`config.mk`:
```
export PLATFORM = sky130hd
export DESIGN_NAME = window_congestion_control_unit
export DESIGN_NICKNAME = d
export VERILOG_FILES = /design/src/design/wcc_pkg.sv /design/src/design/wcc_fifo.sv /design/src/design/wcc_front.sv /design/src/design/wcc_back.sv /design/src/design/window_congestion_control_unit.sv
export SDC_FILE = /design/constraint.sdc
export NUM_CORES = 1
export LEC_CHECK = 0
export BUFFER_PORTS_ARGS = -buffer_cell sky130_fd_sc_hd__buf_2
export CORE_MARGIN = 4
export CORE_UTILIZATION = 30
export CTS_CLUSTER_DIAMETER = 200
export DETAILED_ROUTE_END_ITERATION = 12
export GPL_TIMING_DRIVEN = 0
export PLACE_DENSITY_LB_ADDON = 0.25
export SLEW_MARGIN = 20
export SYNTH_ARGS = -nofsm -noshare
export SYNTH_HDL_FRONTEND = slang
export SYNTH_SLANG_ARGS = --single-unit
```
`constraint.sdc`:
```
create_clock -name clock -period 8.7 [get_ports clock]
set_input_delay 1.305 -clock clock [delete_from_list [all_inputs] [get_ports clock]]
set_output_delay 1.305 -clock clock [all_outputs]
set_load 0.01 [all_outputs]
```
`src/design/wcc_pkg.sv`:
```
// Shared types and constants for the window congestion control unit.
// No dependencies; imported by wcc_front, wcc_back and the top level.
package wcc_pkg;

   localparam int SEQ_W = 24;
   localparam int CNT_W = 10;

   localparam logic OP_ROUND = 1'b0;
   localparam logic OP_ACK   = 1'b1;

   localparam logic [1:0] PH_SLOW  = 2'd0;
   localparam logic [1:0] PH_AVOID = 2'd1;
   localparam logic [1:0] PH_RECOV = 2'd2;

   localparam logic [1:0] DUP_LIMIT = 2'd3;
   localparam logic [CNT_W-1:0] THRESH_RESET = 10'd64;

   localparam logic CSR_TOTAL  = 1'b0;
   localparam logic CSR_THRESH = 1'b1;

   typedef struct packed {
      logic             opcode;
      logic [SEQ_W-1:0] ack_number;
   } req_type;

   typedef struct packed {
      logic             send_valid;
      logic [SEQ_W-1:0] start_seq;
      logic [CNT_W-1:0] send_count;
      logic [CNT_W-1:0] window_now;
      logic [CNT_W-1:0] threshold_now;
      logic [1:0]       phase_now;
      logic             finished;
   } rsp_type;

   typedef struct packed {
      logic             opcode;
      logic [SEQ_W-1:0] ack_number;
      logic             over_total;
   } cmd_type;

   typedef struct packed {
      logic [SEQ_W-1:0] total_packets;
      logic             thr_we;
      logic [CNT_W-1:0] thr_value;
   } cfg_type;

endpackage

```
`src/design/wcc_fifo.sv`:
```
// Small synchronous queue of register words, one push (while not full) and one pop (while not empty) per cycle.
// Stand-alone; used between the front and back and on the result side.
module wcc_fifo #(
   parameter int WIDTH = 8,
   parameter int DEPTH = 2
) (
   input  logic             clock,
   input  logic             reset,
   input  logic             push,
   input  logic [WIDTH-1:0] wdata,
   output logic             full,
   input  logic             pop,
   output logic [WIDTH-1:0] rdata,
   output logic             empty
);

   localparam int PTR_W = (DEPTH > 1) ? $clog2(DEPTH) : 1;
   localparam int CNT_W = $clog2(DEPTH + 1);

   logic [WIDTH-1:0] mem_ff [DEPTH];
   logic [PTR_W-1:0] wr_ptr_ff, wr_ptr_in;
   logic [PTR_W-1:0] rd_ptr_ff, rd_ptr_in;
   logic [CNT_W-1:0] count_ff, count_in;
   logic             do_push, do_pop;

   assign full    = (count_ff == CNT_W'(DEPTH));
   assign empty   = (count_ff == '0);
   assign do_push = push & ~full;
   assign do_pop  = pop & ~empty;
   assign rdata   = mem_ff[rd_ptr_ff];

   always_comb begin
      wr_ptr_in = wr_ptr_ff;
      rd_ptr_in = rd_ptr_ff;
      count_in  = count_ff;
      if (do_push) begin
         wr_ptr_in = (wr_ptr_ff == PTR_W'(DEPTH - 1)) ? '0 : wr_ptr_ff + PTR_W'(1);
      end
      if (do_pop) begin
         rd_ptr_in = (rd_ptr_ff == PTR_W'(DEPTH - 1)) ? '0 : rd_ptr_ff + PTR_W'(1);
      end
      case ({do_push, do_pop})
         2'b10:   count_in = count_ff + CNT_W'(1);
         2'b01:   count_in = count_ff - CNT_W'(1);
         default: count_in = count_ff;
      endcase
   end

   always_ff @(posedge clock) begin
      if (do_push) begin
         mem_ff[wr_ptr_ff] <= wdata;
      end
   end

   always_ff @(posedge clock) begin
      if (reset) begin
         wr_ptr_ff <= '0;
         rd_ptr_ff <= '0;
         count_ff  <= '0;
      end else begin
         wr_ptr_ff <= wr_ptr_in;
         rd_ptr_ff <= rd_ptr_in;
         count_ff  <= count_in;
      end
   end

   a_count_bound: assert property (@(posedge clock) disable iff (reset)
      count_ff <= CNT_W'(DEPTH))
      else $error("queue count beyond depth");

   a_pop_moves: assert property (@(posedge clock) disable iff (reset)
      (do_pop && !do_push) |=> (count_ff == $past(count_ff) - CNT_W'(1)))
      else $error("queue pop lost");

   a_push_moves: assert property (@(posedge clock) disable iff (reset)
      (do_push && !do_pop) |=> (count_ff == $past(count_ff) + CNT_W'(1)))
      else $error("queue push lost");

endmodule

```
`src/design/wcc_front.sv`:
```
// Front end: accepts request words, tags the transfer-complete case and queues
// them for the back end. Depends on wcc_pkg and wcc_fifo.
module wcc_front import wcc_pkg::*; (
   input  logic             clock,
   input  logic             reset,
   input  logic             req_push,
   input  req_type          req_data,
   output logic             req_full,
   input  logic [SEQ_W-1:0] total_packets,
   output cmd_type          cmd,
   output logic             cmd_valid,
   input  logic             cmd_pop
);

   cmd_type                 cmd_in;
   logic [$bits(cmd_type)-1:0] cmd_bits;
   logic                    cmd_empty;

   always_comb begin
      cmd_in.opcode     = req_data.opcode;
      cmd_in.ack_number = req_data.ack_number;
      cmd_in.over_total = (req_data.opcode == OP_ACK) &&
                          (req_data.ack_number > total_packets);
   end

   wcc_fifo #(
      .WIDTH ($bits(cmd_type)),
      .DEPTH (2)
   ) u_cmd_fifo (
      .clock (clock),
      .reset (reset),
      .push  (req_push),
      .wdata (cmd_in),
      .full  (req_full),
      .pop   (cmd_pop),
      .rdata (cmd_bits),
      .empty (cmd_empty)
   );

   assign cmd       = cmd_type'(cmd_bits);
   assign cmd_valid = ~cmd_empty;

endmodule

```
`src/design/wcc_back.sv`:
```
// Back end: holds the congestion state and executes one queued word per cycle while the result queue has room.
// Depends on wcc_pkg.
module wcc_back import wcc_pkg::*; #(
   parameter int MAX_WINDOW = 1023
) (
   input  logic    clock,
   input  logic    reset,
   input  cfg_type cfg,
   input  cmd_type cmd,
   input  logic    cmd_valid,
   output logic    cmd_pop,
   output logic    rsp_push,
   output rsp_type rsp_word,
   input  logic    rsp_full
);

   localparam int WIN_W = $clog2(MAX_WINDOW + 1);
   localparam int TH_W  = (WIN_W > CNT_W) ? WIN_W : CNT_W;
   localparam logic [WIN_W-1:0] WMAX = WIN_W'(MAX_WINDOW);

   logic [SEQ_W-1:0] base_ff, base_in;
   logic [WIN_W-1:0] window_ff, window_in;
   logic [TH_W-1:0]  threshold_ff, threshold_in;
   logic [1:0]       dup_ff, dup_in;
   logic [1:0]       phase_ff, phase_in;
   logic             rtx_ff, rtx_in;
   logic [WIN_W-1:0] round_size_ff, round_size_in;
   logic [WIN_W-1:0] acks_ff, acks_in;
   logic             active_ff, active_in;

   logic             exec;
   logic [SEQ_W:0]   left;
   logic [WIN_W-1:0] count;
   logic [WIN_W-1:0] w_ack;
   logic [1:0]       dup_inc;
   logic [WIN_W-1:0] half;
   logic [WIN_W:0]   w_dup_raw;
   logic [WIN_W-1:0] w_dup;
   logic [WIN_W-1:0] acks_inc;

   function automatic logic [WIN_W-1:0] grow(input logic [WIN_W-1:0] w);
      grow = (w >= WMAX) ? WMAX : w + WIN_W'(1);
   endfunction

   assign exec     = cmd_valid & ~rsp_full;
   assign cmd_pop  = exec;
   assign rsp_push = exec;

   always_comb begin
      left = (base_ff <= cfg.total_packets)
           ? ({1'b0, cfg.total_packets} - {1'b0, base_ff} + (SEQ_W+1)'(1))
           : '0;
      count     = ((SEQ_W+1)'(window_ff) < left) ? window_ff : left[WIN_W-1:0];
      dup_inc   = dup_ff + 2'd1;
      half      = window_ff >> 1;
      w_dup_raw = {1'b0, half} + (WIN_W+1)'(3);
      w_dup     = (w_dup_raw > (WIN_W+1)'(MAX_WINDOW)) ? WMAX : w_dup_raw[WIN_W-1:0];
      acks_inc  = acks_ff + WIN_W'(1);
      w_ack     = window_ff;

      base_in       = base_ff;
      window_in     = window_ff;
      threshold_in  = threshold_ff;
      dup_in        = dup_ff;
      phase_in      = phase_ff;
      rtx_in        = rtx_ff;
      round_size_in = round_size_ff;
      acks_in       = acks_ff;
      active_in     = active_ff;

      rsp_word.send_valid = 1'b0;
      rsp_word.start_seq  = '0;
      rsp_word.send_count = '0;
      rsp_word.finished   = 1'b0;

      if (exec) begin
         if (cmd.opcode == OP_ROUND) begin
            if (phase_ff == PH_RECOV && rtx_ff) begin
               rtx_in              = 1'b0;
               active_in           = 1'b0;
               rsp_word.send_valid = 1'b1;
               rsp_word.start_seq  = base_ff;
               rsp_word.send_count = CNT_W'(1);
            end else begin
               acks_in             = '0;
               round_size_in       = count;
               active_in           = (count != '0);
               rsp_word.send_count = CNT_W'(count);
               if (count != '0) begin
                  rsp_word.send_valid = 1'b1;
                  rsp_word.start_seq  = base_ff;
               end
            end
         end else begin
            rsp_word.finished = cmd.over_total;
            if (cmd.ack_number > base_ff) begin
               base_in = cmd.ack_number;
               dup_in  = 2'd0;
               if (phase_ff != PH_AVOID) begin
                  w_ack = grow(window_ff);
               end
               window_in = w_ack;
            end else begin
               dup_in = dup_inc;
            end
            if (cmd.ack_number <= base_ff && dup_inc == DUP_LIMIT) begin
               threshold_in = TH_W'(half);
               window_in    = w_dup;
               dup_in       = 2'd0;
               if (phase_ff != PH_RECOV) begin
                  rtx_in = 1'b1;
               end
               phase_in  = PH_RECOV;
               active_in = 1'b0;
            end else if (active_ff) begin
               acks_in = acks_inc;
               if (acks_inc >= round_size_ff) begin
                  active_in = 1'b0;
                  if (phase_ff == PH_AVOID) begin
                     window_in = grow(w_ack);
                  end else if (TH_W'(w_ack) >= threshold_ff) begin
                     phase_in = PH_AVOID;
                  end
               end
            end
         end
      end

      if (cfg.thr_we) begin
         threshold_in = TH_W'(cfg.thr_value);
      end

      rsp_word.window_now    = CNT_W'(window_in);
      rsp_word.threshold_now = CNT_W'(threshold_in);
      rsp_word.phase_now     = phase_in;
   end

   always_ff @(posedge clock) begin
      if (reset) begin
         base_ff       <= SEQ_W'(1);
         window_ff     <= WIN_W'(1);
         threshold_ff  <= TH_W'(THRESH_RESET);
         dup_ff        <= 2'd0;
         phase_ff      <= PH_SLOW;
         rtx_ff        <= 1'b0;
         round_size_ff <= '0;
         acks_ff       <= '0;
         active_ff     <= 1'b0;
      end else begin
         base_ff       <= base_in;
         window_ff     <= window_in;
         threshold_ff  <= threshold_in;
         dup_ff        <= dup_in;
         phase_ff      <= phase_in;
         rtx_ff        <= rtx_in;
         round_size_ff <= round_size_in;
         acks_ff       <= acks_in;
         active_ff     <= active_in;
      end
   end

   a_window_range: assert property (@(posedge clock) disable iff (reset)
      (window_ff != '0) && (window_ff <= WMAX))
      else $error("window out of range");

   a_round_open: assert property (@(posedge clock) disable iff (reset)
      active_ff |-> (acks_ff < round_size_ff))
      else $error("round still open after all acks");

   a_rtx_in_recovery: assert property (@(posedge clock) disable iff (reset)
      rtx_ff |-> (phase_ff == PH_RECOV))
      else $error("retransmit pending outside recovery");

endmodule

```
`src/design/window_congestion_control_unit.sv`:
```
// Sender-side congestion window controller, top level.
// Usage:
//   Request side is a queue input: drive req_data and raise req_push; the word
//   is taken on a clock edge where req_full is low. Opcode round-start asks
//   for a send burst; opcode ack reports the receiver's next expected number.
//   Result side is a queue output: while rsp_empty is low, rsp_data holds the
//   oldest result; raise rsp_pop to take it. Every request yields one result.
//   A request is registered in the command queue and its result in the result queue
//   before it is visible; one request per cycle is sustained while the reader
//   keeps popping results. A two-entry queue sits between
//   front and back and another before the result ports, so a stalled reader
//   fills them and then raises req_full without losing words.
//   csr_we writes register csr_index (0 total packets, 1 initial threshold)
//   in the same edge; write only while no requests are in flight.
//   Synchronous reset clears the queues and loads window 1, base 1, slow start,
//   threshold 64 and total packets 1.
// Depends on wcc_pkg, wcc_fifo, wcc_front and wcc_back.
module window_congestion_control_unit import wcc_pkg::*; #(
   parameter int MAX_WINDOW = 1023
) (
   input  logic             clock,
   input  logic             reset,
   input  logic             req_push,
   input  req_type          req_data,
   output logic             req_full,
   output logic             rsp_empty,
   input  logic             rsp_pop,
   output rsp_type          rsp_data,
   input  logic             csr_we,
   input  logic             csr_index,
   input  logic [SEQ_W-1:0] csr_wdata
);

   logic [SEQ_W-1:0] total_ff, total_in;
   cfg_type          cfg;
   cmd_type          cmd;
   logic             cmd_valid;
   logic             cmd_pop;
   logic             rsp_push;
   rsp_type          rsp_word;
   logic             rsp_full;
   logic [$bits(rsp_type)-1:0] rsp_bits;

   always_comb begin
      total_in = total_ff;
      if (csr_we && csr_index == CSR_TOTAL) begin
         total_in = csr_wdata;
      end
      cfg.total_packets = total_ff;
      cfg.thr_we        = csr_we && (csr_index == CSR_THRESH);
      cfg.thr_value     = csr_wdata[CNT_W-1:0];
   end

   always_ff @(posedge clock) begin
      if (reset) begin
         total_ff <= SEQ_W'(1);
      end else begin
         total_ff <= total_in;
      end
   end

   wcc_front u_front (
      .clock         (clock),
      .reset         (reset),
      .req_push      (req_push),
      .req_data      (req_data),
      .req_full      (req_full),
      .total_packets (total_ff),
      .cmd           (cmd),
      .cmd_valid     (cmd_valid),
      .cmd_pop       (cmd_pop)
   );

   wcc_back #(
      .MAX_WINDOW (MAX_WINDOW)
   ) u_back (
      .clock     (clock),
      .reset     (reset),
      .cfg       (cfg),
      .cmd       (cmd),
      .cmd_valid (cmd_valid),
      .cmd_pop   (cmd_pop),
      .rsp_push  (rsp_push),
      .rsp_word  (rsp_word),
      .rsp_full  (rsp_full)
   );

   wcc_fifo #(
      .WIDTH ($bits(rsp_type)),
      .DEPTH (2)
   ) u_rsp_fifo (
      .clock (clock),
      .reset (reset),
      .push  (rsp_push),
      .wdata (rsp_word),
      .full  (rsp_full),
      .pop   (rsp_pop),
      .rdata (rsp_bits),
      .empty (rsp_empty)
   );

   assign rsp_data = rsp_type'(rsp_bits);

endmodule

```
# Yosys cells after proc, flatten, opt, wreduce, memory -nomap -nowiden
# Memory sizes are Yosys's and may differ from the RTL's. A register that Yosys moved wholly into a read port is not among the register bits.
# Cells that the tools add are included.
[word_totals]
n_memories = 2
word_cells = 148
input_bits = 55
ram_bits = 168
register_bits = 102
output_inout_bits = 60
[classes]
order_cmp = 10
n_eq_ne = 16
mux = 61
reduce_logical = 16
n_bitwise = 12
n_addsub = 15
[mem_list]
columns = ["name", "depth", "word_bits", "rd", "rd_ports_with_merged_regs", "write_ports", "line_no", "rtl"]
rows = [
  ["u_rsp_fifo.mem_ff", 2, 58, 1, 1, 1, "wcc_fifo.sv:20", "logic [WIDTH-1:0] mem_ff [DEPTH];"],
  ["u_front.u_cmd_fifo.mem_ff", 2, 26, 1, 1, 1, "wcc_fifo.sv:20", ""],
]
[ops]
columns = ["operator", "n"]
rows = [
  ["2-to-1 mux 10 bit", 22],
  ["2-to-1 mux 35 bit", 3],
  ["2-to-1 mux 25 bit", 2],
  ["greater-than comparator 24 bit", 2],
  ["<= comparator 24 bit", 2],
  ["adder 10 x 1 -> 10 bit, second input constant", 3],
  ["adder 25 x 1 -> 25 bit, second input constant", 1],
  ["< comparator 10 x 25 -> 1 bit", 1],
  ["subtractor 24 x 24 -> 25 bit", 1],
  ["2-to-1 mux 1 bit", 23],
  [">= comparator 10 bit", 2],
  [">= comparator 10 bit, second input constant", 2],
  ["2-to-1 mux 2 bit", 9],
  ["equality test 2 bit, second input constant", 6],
  ["greater-than comparator 11 x 10 -> 1 bit, second input constant", 1],
  ["adder 9 x 2 -> 10 bit, second input constant", 1],
  ["!= test 2 bit, second input constant", 5],
  ["nonzero test 10 bit", 1],
  ["one-hot mux 2 bit (2 select lines)", 2],
  ["AND reduction 4 bit", 2],
  ["inverter 1 bit", 7],
  ["adder 2 x 1 -> 2 bit, second input constant", 3],
  ["equality test 2 x 1 -> 1 bit, second input constant", 3],
  ["AND reduction 3 bit", 2],
  ["8 further kinds", 24],
]

# Depth between registers and ports, before layout
# Gate-level depths: netlist of the first run.
[depth]
ltp_word = 14
ltp_mapped = 23
depth_no_buf = 22

# Cells and area by module
# A second synthesis of the first run with hierarchy kept.
[hier_totals]
hier_cells = 1598
hier_area_um2 = 16424.5
[by_module_without_submodules]
columns = ["mod", "seq_area_each_um2", "cells_each", "n_inst", "area_per_inst_um2"]
rows = [
  ["wcc_back", 1401.3, 1089, 1, 8097.8],
  ["wcc_fifo (u_rsp_fifo)", 3583.4, 206, 1, 4395.5],
  ["wcc_fifo (u_front.u_cmd_fifo)", 1661.6, 107, 1, 2093.3],
  ["window_congestion_control_unit", 480.5, 109, 1, 1216.2],
  ["wcc_front", 0.0, 87, 1, 621.8],
]

# Least setup slack after synthesis of the first run
# No wires, ideal clock.
[synth_timing]
kind = "register -> register"
startpoint = "register (tool-made name)"
endpoint = "memory u_rsp_fifo.mem_ff[0][1] (netlist name), data pin"
t_required_ps = 8442
slack_ps = 3835
stages_incl_launch_ff = 23
t_arrival_ps = 4607
path_cell_list = "dfxtp_1 > clkbuf_1 > clkbuf_1 > mux2_2 > ha_1 > nand4_1 > nor3_1 > a21oi_1 > o211ai_1 > o211ai_1 > mux2_2 > inv_1 > ha_1 > nand2b_1 > a21o_1 > a21o_1 > a21o_1 > a211o_1 > a21oi_1 > o21ai_0 > a21oi_1 > nor3b_1 > o21a_1"
[synth_rtl]
columns = ["item", "line_no"]
rows = [
  ["end, declared", "wcc_fifo.sv:20"],
]

==> reports/metrics.yaml, run 1 <==
routing:
  vias_per_cell: 5.12
  first_pass_iters: 5
  wl_per_cell_um: 19.9
  wl_mm: 48.5
  num_vias: 12500
  ant_nets: 0
  initialDrtViolationCount: 805
  drc: 0
synthesis:
  synth.yosys.seq_area_share_pct: 44.8
  synth_area_um2: 15900
  syn-instance-count: 1575
  yosys.area.top_type: "edfxtp_1"
  synth.area.top_cells: "edfxtp_1, dfxtp_1, ha_1"
  yosys_register_bits: 272
  synth_async_sr_flop_share_pct: 0
  synth-edff-count: 168
  yosysUniqueCellTypes: 82
  avgSynthCellArea_um2: 10.1
  yosys_warnings: 0
  syn-num-nets: 1788
  synth_top_area_share_pct: 31.7
  synth_common_cells: "edfxtp_1, nand2_1, ha_1"
  synth_most_common_cell: "edfxtp_1"
  synth_top_flop_cell: "edfxtp_1"
critical_path:
  crit_buf_inv: 2
  cp-start-kind: "register"
  crit_chain: "clkbuf_1 -> clkbuf_1 -> mux2_2 -> ha_1 -> a21oi_1 -> o21ai_0 -> a21oi_1 -> o211ai_1 -> o21ai_1 -> o21ai_1 -> and2_1 -> ha_1 -> a21o_1 -> a211o_1 -> a21oi_1 -> o21ai_0 -> a21oi_1 -> nor3b_1 -> o21a_1"
  path_max_fanout: 10
  r2r_cells: 19
  r2r_end: "u_rsp_fifo.mem_ff[1][1]"
  r2r_slack_ps: 2210
  path_delay_family: "compound AO/OA/AOI/OAI gates"
  slowest_delay_ps: 990
  crit_cells: 19
  critical_path_class: "reg2reg"
  critPathSlowestCell: "o21ai_1"
  crit_path_end: "u_rsp_fifo.mem_ff[1][1]"
  crit_top_cell: "a21oi_1"
  crit_arrival_ps: 6810
  endpoint_kind: "register"
  required_ps: 9020
final_layout:
  fin_nets: 1936
  fin_area_um2: 18500
  drive_gt1_share_pct: 18.7
  stdcell_count: 2435
  syn_to_final_growth_pct: 16.5
  fin_util_pct: 35.3
power_and_ir_drop:
  p_seq_share_pct: 30.7
  pwr-share-comb_pct: 46.2
  p_per_area_nw_per_um2: 325
  intPower_w: 0.00363
  vdd_ir_drop_max_mv: 0.138
  power_frac_clock_pct: 23.1
  sw_frac_of_total_pct: 39.8
  power.leakage_nw: 7.23
  power.switching_w: 0.00240
placement:
  place_congestion: 0.914
  dp.cells: 2381
  placed_cell_area_um2: 17500
  numPortBuffers: 113
  dp_hpwl_mm: 37.9
clock_network:
  insertion_delay_ps: 580
  root_buffer: "clkbuf_16"
  cts.clk_slew.worst_paths_ps: 60
  htreeDepth: 1
  clock-sinks: 272
  cts_tree: "built"
  cts_buffer_depth: 3
  hold_buffers: 0
  post-cts-setup-buffers: 0
  numCtsBuffers: 28
  cts_resized: 0
outcome:
  outcome: "complete, no violations"
job:
  cap_viol_max_count: 0
sta:
  rsz0062_at_grt: "no"
  finalSetupTns_ps: 0
  worst_pin_slew_ps: 1140
  skew_ps: 30.0
  hold_viol_final: 0
  slew_viol_final: 0
  period_minus_slack_ps: 6490
  timing.slew.headroom_pct: 23.7
  fmax_ghz: 0.154
  setup-violations-final: 0
  finalCritPeriodShare_pct: 74.6
floorplanning:
  io_pins: 115
  die_area_um2: 56800
  die_y_um: 238
  die-width_um: 238
  initial_utilization_pct: 30.3
  rows: 84
  core_area_um2: 52600
global_routing:
  grt_pass1_wl_mm: 74.1
  gr-total-overflow: 0
  antenna_found_initial: 8
  grt_pass1_vias: 12400
  grt_max_degree: 37
  grtUsageTotal_pct: 16.7
hold_path:
  hold_class: "reg2reg"
  hold_path.startpoint: "total_ff[1]"
-- cell families (layout without fill, tap and decap cells) --
kind of cell | Yosys count | after routing | share of synthesized area, %
AO/OA/AOI/OAI | 377 | 377 | 14.9
XOR/XNOR | 29 | 29 | 1.60
adder cells (fa/ha/maj) | 158 | 158 | 12.5
buffers and inverters | 162 | 332 | 4.30
flip-flops | 272 | 272 | 44.8
multiplexers | 108 | 108 | 7.67
other | 0 | 2 | 0
AND/OR/NAND/NOR | 469 | 469 | 14.3
-- worst min path at each step --
stage,to,slack (ps),depth (start not counted)
floorplan,total_ff[1],440,2
global placement,total_ff[1],450,2
detailed placement,total_ff[1],460,2
CTS,total_ff[1],470,2
global route,total_ff[1],480,2
finish,total_ff[1],460,2
-- stage by stage --
stage / hold slack, ps / setup WS (ps) / total power [W]
floorplan: 436 / 3830 / 0.00370
global placement: 451 / 2240 / 0.00461
detailed placement: 457 / 2160 / 0.00466
CTS: 466 / 2190 / 0.00608
global route: 484 / 1990 / 0.00645
finish: 462 / 2210 / 0.00603
-- tightest hold or removal path, cell delays in order (launching register included) --
cell	delay (ps)
dfxtp_1	310
nand2_1	50
a21oi_1	50
-- cell type report --
type                       count  area, um2
tap                          688        861
clock buffer                  34        785
antenna                        2       5.00
inverter                      96        360
multi-input combinational   1141       8130
clock inverter                18        288
timing repair buffer         118        666
sequential                   272       7130
fill                        5341      34000
buffer                        66        324
-- sequential cells by signal (all words and copies together), names as in the netlist, 2 cells and up, named ones only --
register / count
u_back.base_ff: 24
u_rsp_fifo.count_ff: 2
u_back.window_ff: 10
u_back.phase_ff: 2
u_back.threshold_ff: 10
u_rsp_fifo.mem_ff: 116
u_front.u_cmd_fifo.mem_ff: 52
u_back.acks_ff: 10
total_ff: 24
u_front.u_cmd_fifo.count_ff: 2
u_back.round_size_ff: 10
u_back.dup_ff: 2
-- layer usage --
layer	track usage, %	part of all wire (%)	vias to the layer above
met1	22.8	46	6074
met2	27.2	46	275
li1	-	-	6029
met5	0	0.14	-
met4	5.00	2.9	12
met3	2.75	5.4	82
-- power by group through the flow --
stage / Clock (W) / Combinational (W) / Sequential [W]
floorplan: 0 / 0.00186 / 0.00185
CTS: 0.00143 / 0.00280 / 0.00185
global placement: 0 / 0.00271 / 0.00190
global route: 0.00148 / 0.00308 / 0.00188
finish: 0.00140 / 0.00279 / 0.00185
detailed placement: 0 / 0.00278 / 0.00188
-- layout by cell type (no fill, tap or decap), types with 75 or more instances in the layout --
| master | instances |
|---|---|
| ha_1 | 157 |
| nand2_1 | 161 |
| inv_1 | 93 |
| nor2_1 | 119 |
| o21ai_0 | 75 |
| buf_2 | 121 |
| mux2_2 | 85 |
| a21oi_1 | 140 |
| edfxtp_1 | 168 |
| dfxtp_1 | 104 |
Note: power is estimated with default switching activity, not from simulation.
==> run 2: changes to the inputs <==
- clock period: 8.7 -> 5.9 ns (I/O delays scaled with it)
==> reports/metrics.yaml, run 2 (synthesis results as in run 1) <==
outcome:
  outcome: "complete, no violations"
final_layout:
  syn_to_final_growth_pct: 17.0
  fillers: 5331  # -0.19%
  drive_gt1_share_pct: 19.4  # +0.72 points
  largest_registers: "u_rsp_fifo.mem_ff x116, u_front.u_cmd_fifo.mem_ff x52"
  fin_nets: 1938  # +0.10%
  fin_util_pct: 35.4  # +0.13 points
  fin_area_um2: 18600  # +0.38%
  layout_commonest_cell: "edfxtp_1"
  top_register: "u_rsp_fifo.mem_ff"
  largest_reg_flops: 116  # unchanged
  stdcell_count: 2437  # +0.082%
  final_cell_mix: "edfxtp_1, nand2_1, ha_1, a21oi_1, buf_2"
sta:
  finalCritPeriodShare_pct: 94.0  # +19 points
  worst_pin_slew_ps: 1030  # -103 ps
  skew_ps: 30.1  # +0.142 ps
  period_minus_slack_ps: 5550  # -945 ps
  fmax_ghz: 0.180  # +17%
  finalSetupTns_ps: 0  # unchanged
  rsz0062_at_grt: "no"
  worst_slack_ps: 354  # -1850 ps
  timing.slew.headroom_pct: 31.1  # +7.4 points
  slew_viol_final: 0  # unchanged
  hold_viol_final: 0  # unchanged
  setup-violations-final: 0  # unchanged
placement:
  dpl_worst_slack_ps: -637  # -2800 ps
  place_congestion: 0.914  # unchanged
  placed_cell_area_um2: 17500  # unchanged
  numPortBuffers: 113  # unchanged
  dp_hpwl_mm: 37.9  # unchanged
  dp.cells: 2381  # unchanged
job:
  cap_viol_max_count: 0  # unchanged
floorplanning:
  rows: 84  # unchanged
  die_y_um: 238  # unchanged
  io_pins: 115  # unchanged
  die-width_um: 238  # unchanged
  core_area_um2: 52600  # unchanged
  initial_utilization_pct: 30.3  # unchanged
  die_area_um2: 56800  # unchanged
critical_path:
  cp-start-kind: "register"
  crit_arrival_ps: 5850  # -960 ps
  endpoint_kind: "register"
  required_ps: 6200  # -2820 ps
  critical_path_class: "reg2reg"
  path_max_fanout: 10  # unchanged
power_and_ir_drop:
  p_seq_share_pct: 30.6  # about the same
  power_frac_clock_pct: 23.0  # about the same
  power.leakage_nw: 7.26  # +0.40%
  power.switching_w: 0.00356  # +49%
  intPower_w: 0.00539  # +48%
  p_per_area_nw_per_um2: 481  # +48%
  pwr-share-comb_pct: 46.4  # +0.2 points
  vdd_ir_drop_max_mv: 0.211  # +53%
  sw_frac_of_total_pct: 39.8  # about the same
routing:
  wl_mm: 48.5  # about the same
  num_vias: 12500  # +0.048%
  first_pass_iters: 5  # unchanged
  ant_nets: 0  # unchanged
  wl_per_cell_um: 19.9  # -0.17%
  drc: 0  # unchanged
  initialDrtViolationCount: 775  # -3.7%
  vias_per_cell: 5.12  # about the same
clock_network:
  insertion_delay_ps: 580  # about the same
  cts_buffer_depth: 3  # unchanged
  root_buffer: "clkbuf_16"
  clock-sinks: 272  # unchanged
  numCtsBuffers: 28  # unchanged
  cts.clk_slew.worst_paths_ps: 60  # about the same
  cts_tree: "built"
  htreeDepth: 1  # unchanged
  hold_buffers: 0  # unchanged
global_routing:
  gr-total-overflow: 0  # unchanged
  grt_pass1_wl_mm: 74.2  # +0.10%
  grt_pass1_vias: 12400  # +0.20%
  grtUsageTotal_pct: 16.7  # about the same
  antenna_found_initial: 8  # unchanged
  grt_max_degree: 37  # unchanged
hold_path:
  hold_class: "reg2reg"
[run 2: cell types whose count changed in the layout (fill, tap and decap cells not counted), moves of 2 or more]
| cell | change |
|---|---|
| o21ai_2 | +2 |
| o21ai_0 | -2 |
| nor2_2 | +2 |
| buf_4 | +5 |
| nor2_1 | -2 |
| clkbuf_1 | -2 |
| buf_2 | -2 |
[run 2: per-layer routing]
metal / GRT usage, % / wire length, um / vias up
li1: - / - / 6025
met1: 22.8 / 22100 / 6059
met5: 0 / 69 / -
met4: 4.87 / 1390 / 12
met3: 2.74 / 2650 / 83
met2: 27.3 / 22300 / 299
[run 2: final timing paths]
kind                                   start                       end  slack, ps  cells after the start
worst max-delay path            total_ff[17]  u_rsp_fifo.mem_ff[0][23]        350                     22
worst min-delay path             total_ff[1]               total_ff[1]        460                      2
worst max register to register  total_ff[17]  u_rsp_fifo.mem_ff[0][23]        350                     22
worst min register to register   total_ff[1]               total_ff[1]        460                      2
[run 2: layout make-up]
cell class                 count  area (um2)  area share [%]
clock buffer                  34         785            4.21
antenna                        2        5.00          0.0269
sequential                   272        7130            38.3
timing repair buffer         121         688            3.70
multi-input combinational   1141        8170            43.9
clock inverter                18         288            1.55
tap                          688         861            4.62
buffer                        65         334            1.79
inverter                      96         360            1.94
[run 2: what timing repair did]
action	CTS	global route
pin swaps	2	1
setup endpoints to repair	68	84
setup buffers	3	0
resized for setup	6	13
endpoints found under the hold margin	0	0
[run 2: power by group through the flow]
stage	Combinational (W)	Clock, W	Sequential (W)
global route	0.00461	0.00218	0.00279
detailed placement	0.00410	0	0.00277
floorplan	0.00274	0	0.00273
global placement	0.00400	0	0.00279
finish	0.00416	0.00206	0.00274
CTS	0.00415	0.00211	0.00273
[run 2: through the flow]
step	total power (W)	hold slack [ps]
2_1_floorplan	0.00546	436
3_3_place_gp	0.00679	451
3_5_place_dp	0.00687	457
4_1_cts	0.00899	466
5_1_grt	0.00958	484
6_report	0.00895	461
[run 2: critical path, cell delays in order (launching register included)]
cell and delay [ps]:
dfxtp_1 350, inv_1 80, ha_1 340, a21o_1 170, a21o_1 170, a211oi_1 250, o31a_1 260, o211ai_1 210
nor3_2 240, or2_2 160, buf_2 190, nand2_1 150, ha_1 360, nand4_1 140, o21ba_2 290, o311ai_0 180
a2111oi_2 320, nand4_1 220, nor4_2 380, a21oi_2 120, buf_6 190, mux2i_1 350, a21oi_2 170
==> run 3: changes to the inputs <==
- ABC_AREA: not set -> 1
- CORE_MARGIN: 4 -> 10
- CTS_CLUSTER_DIAMETER: 200 -> not set
==> reports/metrics.yaml, run 3 <==
sta:
  rsz0062_at_grt: "no"
  skew_ps: 23.1  # -7.00 ps
  timing.slew.headroom_pct: 27.2  # -3.9 points
  finalCritPeriodShare_pct: 90.2  # -3.8 points
  period_minus_slack_ps: 5320  # -225 ps
  slew_viol_final: 0  # unchanged
  hold_viol_final: 0  # unchanged
  fmax_ghz: 0.188  # +4.2%
  finalSetupTns_ps: 0  # unchanged
  setup-violations-final: 0  # unchanged
  worst_pin_slew_ps: 1090  # +58.2 ps
synthesis:
  yosys_register_bits: 272  # unchanged
  synth_area_um2: 15800  # -0.43%
  syn-instance-count: 1823  # +16%
  yosys.area.top_type: "edfxtp_1"
  synth_most_common_cell: "nand2_1"
  synth.area.top_cells: "edfxtp_1, dfxtp_1, ha_1"
  avgSynthCellArea_um2: 8.69  # -14%
  synth-edff-count: 168  # unchanged
  synth_top_flop_cell: "edfxtp_1"
  synth_async_sr_flop_share_pct: 0  # unchanged
  yosysUniqueCellTypes: 50  # -39%
  synth_common_cells: "nand2_1, inv_1, edfxtp_1"
  synth_top_area_share_pct: 31.8  # +0.14 points
  syn-num-nets: 2036  # +14%
  yosys_warnings: 0  # unchanged
  synth.yosys.seq_area_share_pct: 45.0  # +0.19 points
routing:
  wl_per_cell_um: 17.5  # -12%
  wl_mm: 47.1  # -2.9%
  ant_nets: 0  # unchanged
  first_pass_iters: 5  # unchanged
  initialDrtViolationCount: 801  # +3.4%
  vias_per_cell: 4.77  # -6.8%
  drc: 0  # unchanged
  num_vias: 12800  # +2.8%
critical_path:
  path_max_fanout: 10  # unchanged
  crit_arrival_ps: 5640  # -210 ps
  required_ps: 6220  # +20 ps
  critical_path_class: "reg2reg"
  cp-start-kind: "register"
  r2r_slack_ps: 580  # +230 ps
  endpoint_kind: "register"
floorplanning:
  initial_utilization_pct: 30.2  # -0.071 points
  core_area_um2: 52400  # -0.20%
  io_pins: 115  # unchanged
  die_y_um: 250  # +4.8%
  die-width_um: 250  # +4.8%
  rows: 84  # unchanged
  die_area_um2: 62400  # +9.9%
global_routing:
  grt_pass1_wl_mm: 73.3  # -1.2%
  grt_max_degree: 25  # -32%
  grtUsageTotal_pct: 14.7  # -2.0 points
  antenna_found_initial: 3  # -5
  gr-total-overflow: 0  # unchanged
  grt_pass1_vias: 12900  # +3.8%
final_layout:
  largest_reg_flops: 116  # unchanged
  antennaDiodeCount: 0  # -2
  top_register: "u_rsp_fifo.mem_ff"
  layout_commonest_cell: "nand2_1"
  drive_gt1_share_pct: 14.5  # -4.9 points
  final_cell_mix: "nand2_1, inv_1, edfxtp_1, ha_1, a21oi_1"
  largest_registers: "u_rsp_fifo.mem_ff x116, u_front.u_cmd_fifo.mem_ff x52"
  syn_to_final_growth_pct: 16.5
  fin_nets: 2189  # +13%
clock_network:
  cts_tree: "built"
  clock-sinks: 272  # unchanged
  post-cts-setup-buffers: 0  # -3
  cts_resized: 0  # -6
  insertion_delay_ps: 580  # about the same
  cts_buffer_depth: 3  # unchanged
  numCtsBuffers: 31  # +11%
  hold_buffers: 0  # unchanged
  cts.clk_slew.worst_paths_ps: 60  # about the same
  htreeDepth: 1  # unchanged
  root_buffer: "clkbuf_16"
power_and_ir_drop:
  power_frac_clock_pct: 18.2  # -4.8 points
  pwr-share-comb_pct: 54.5  # +8.1 points
  power.switching_w: 0.00481  # +35%
  power.leakage_nw: 7.95  # +9.5%
  sw_frac_of_total_pct: 45.5  # +5.7 points
  vdd_ir_drop_max_mv: 0.227  # +7.3%
  intPower_w: 0.00575  # +6.7%
  p_total_w: 0.0106  # +18%
  p_per_area_nw_per_um2: 572  # +19%
  p_seq_share_pct: 27.3  # -3.3 points
placement:
  place_congestion: 0.887  # -3.0%
  numPortBuffers: 114  # +0.88%
  dp_hpwl_mm: 37.6  # -0.76%
outcome:
  outcome: "complete, no violations"
job:
  cap_viol_max_count: 0  # unchanged
hold_path:
  hold_class: "reg2reg"
## run 3: cell types whose count changed in the layout (fill, tap and decap cells not counted), sizes merged, moves of 18 or more
cell and delta:
nand2 +294, nand2b -18, inv +128, mux2 -33, a21o -29, nand3 +40, a31oi -21, and2 -18
nor2 +20
## run 3: final cells by class
class / instances / area (um2)
clock inverter: 11 / 115
clock buffer: 46 / 893
buffer: 43 / 193
timing repair buffer: 120 / 706
sequential: 272 / 7130
multi-input combinational: 1277 / 7700
inverter: 231 / 867
tap: 688 / 861
fill: 5397 / 34000
## run 3: per-stage QoR
stage	cells	worst slack [ps]	hold WS, ps	cell area, um2	utilization (%)
2_1_floorplan	1823	1760	426	15800	-
3_3_place_gp	2625	203	436	17300	32.9
3_5_place_dp	2631	460	444	17400	33.3
4_1_cts	2688	445	451	18500	35.2
5_1_grt	2688	80.1	477	18500	35.2
6_report	2688	579	451	18500	35.2
## run 3: cells by family (layout without fill, tap and decap cells)
kind of cell | count (synthesis) | count (layout) | share of synthesized area [%]
AND/OR/NAND/NOR | 725 | 725 | 19.4
AO/OA/AOI/OAI | 307 | 307 | 10.7
buffers and inverters | 274 | 451 | 6.66
flip-flops | 272 | 272 | 45.0
adder cells (fa/ha/maj) | 158 | 158 | 12.5
multiplexers | 59 | 59 | 4.18
XOR/XNOR | 28 | 28 | 1.55
## run 3: metal layers
| layer | GRT usage [%] | wire, um | up-vias |
|---|---|---|---|
| li1 | - | - | 6438 |
| met1 | 18.9 | 21600 | 6040 |
| met2 | 24.2 | 21400 | 274 |
| met3 | 3.03 | 2690 | 72 |
| met4 | 4.48 | 1310 | 4 |
| met5 | 0 | 26 | - |
## run 3: power by group through the flow
stage / registers (W) / clock network [W] / logic (W)
floorplan: 0.00286 / 0 / 0.00400
detailed placement: 0.00292 / 0 / 0.00577
global placement: 0.00296 / 0 / 0.00562
CTS: 0.00289 / 0.00197 / 0.00580
finish: 0.00288 / 0.00192 / 0.00576
global route: 0.00294 / 0.00205 / 0.00654
## run 3: path summary, 6_finish.rpt
| kind | start | to | depth (start not counted) |
|---|---|---|---|
| max | register | u_rsp_fifo.mem_ff[1][19] | 27 |
| min | u_front.u_cmd_fifo.rd_ptr_ff | u_front.u_cmd_fifo.rd_ptr_ff | 1 |
| max reg2reg | register | u_rsp_fifo.mem_ff[1][19] | 27 |
| min reg2reg | u_front.u_cmd_fifo.rd_ptr_ff | u_front.u_cmd_fifo.rd_ptr_ff | 1 |
## run 3: critical path, stage by stage (launching register included)
cell and delay (ps):
dfxtp_1 350, buf_2 240, inv_1 200, clkbuf_2 280, nand2_1 100, nand2_1 80
ha_1 310, inv_1 40, nor3_1 210, nand4_1 300, nor2_1 270, nand2_1 150
nand2_1 160, clkbuf_1 430, nor2_1 100, o21ai_0 320, inv_1 100, ha_1 210
nand3_1 90, nor2_1 60, nand3_1 100, nor2_1 70, nor2_1 390, nand2_1 180
nand2_1 90, nand2_1 40, nand2_1 70, nand2_1 100
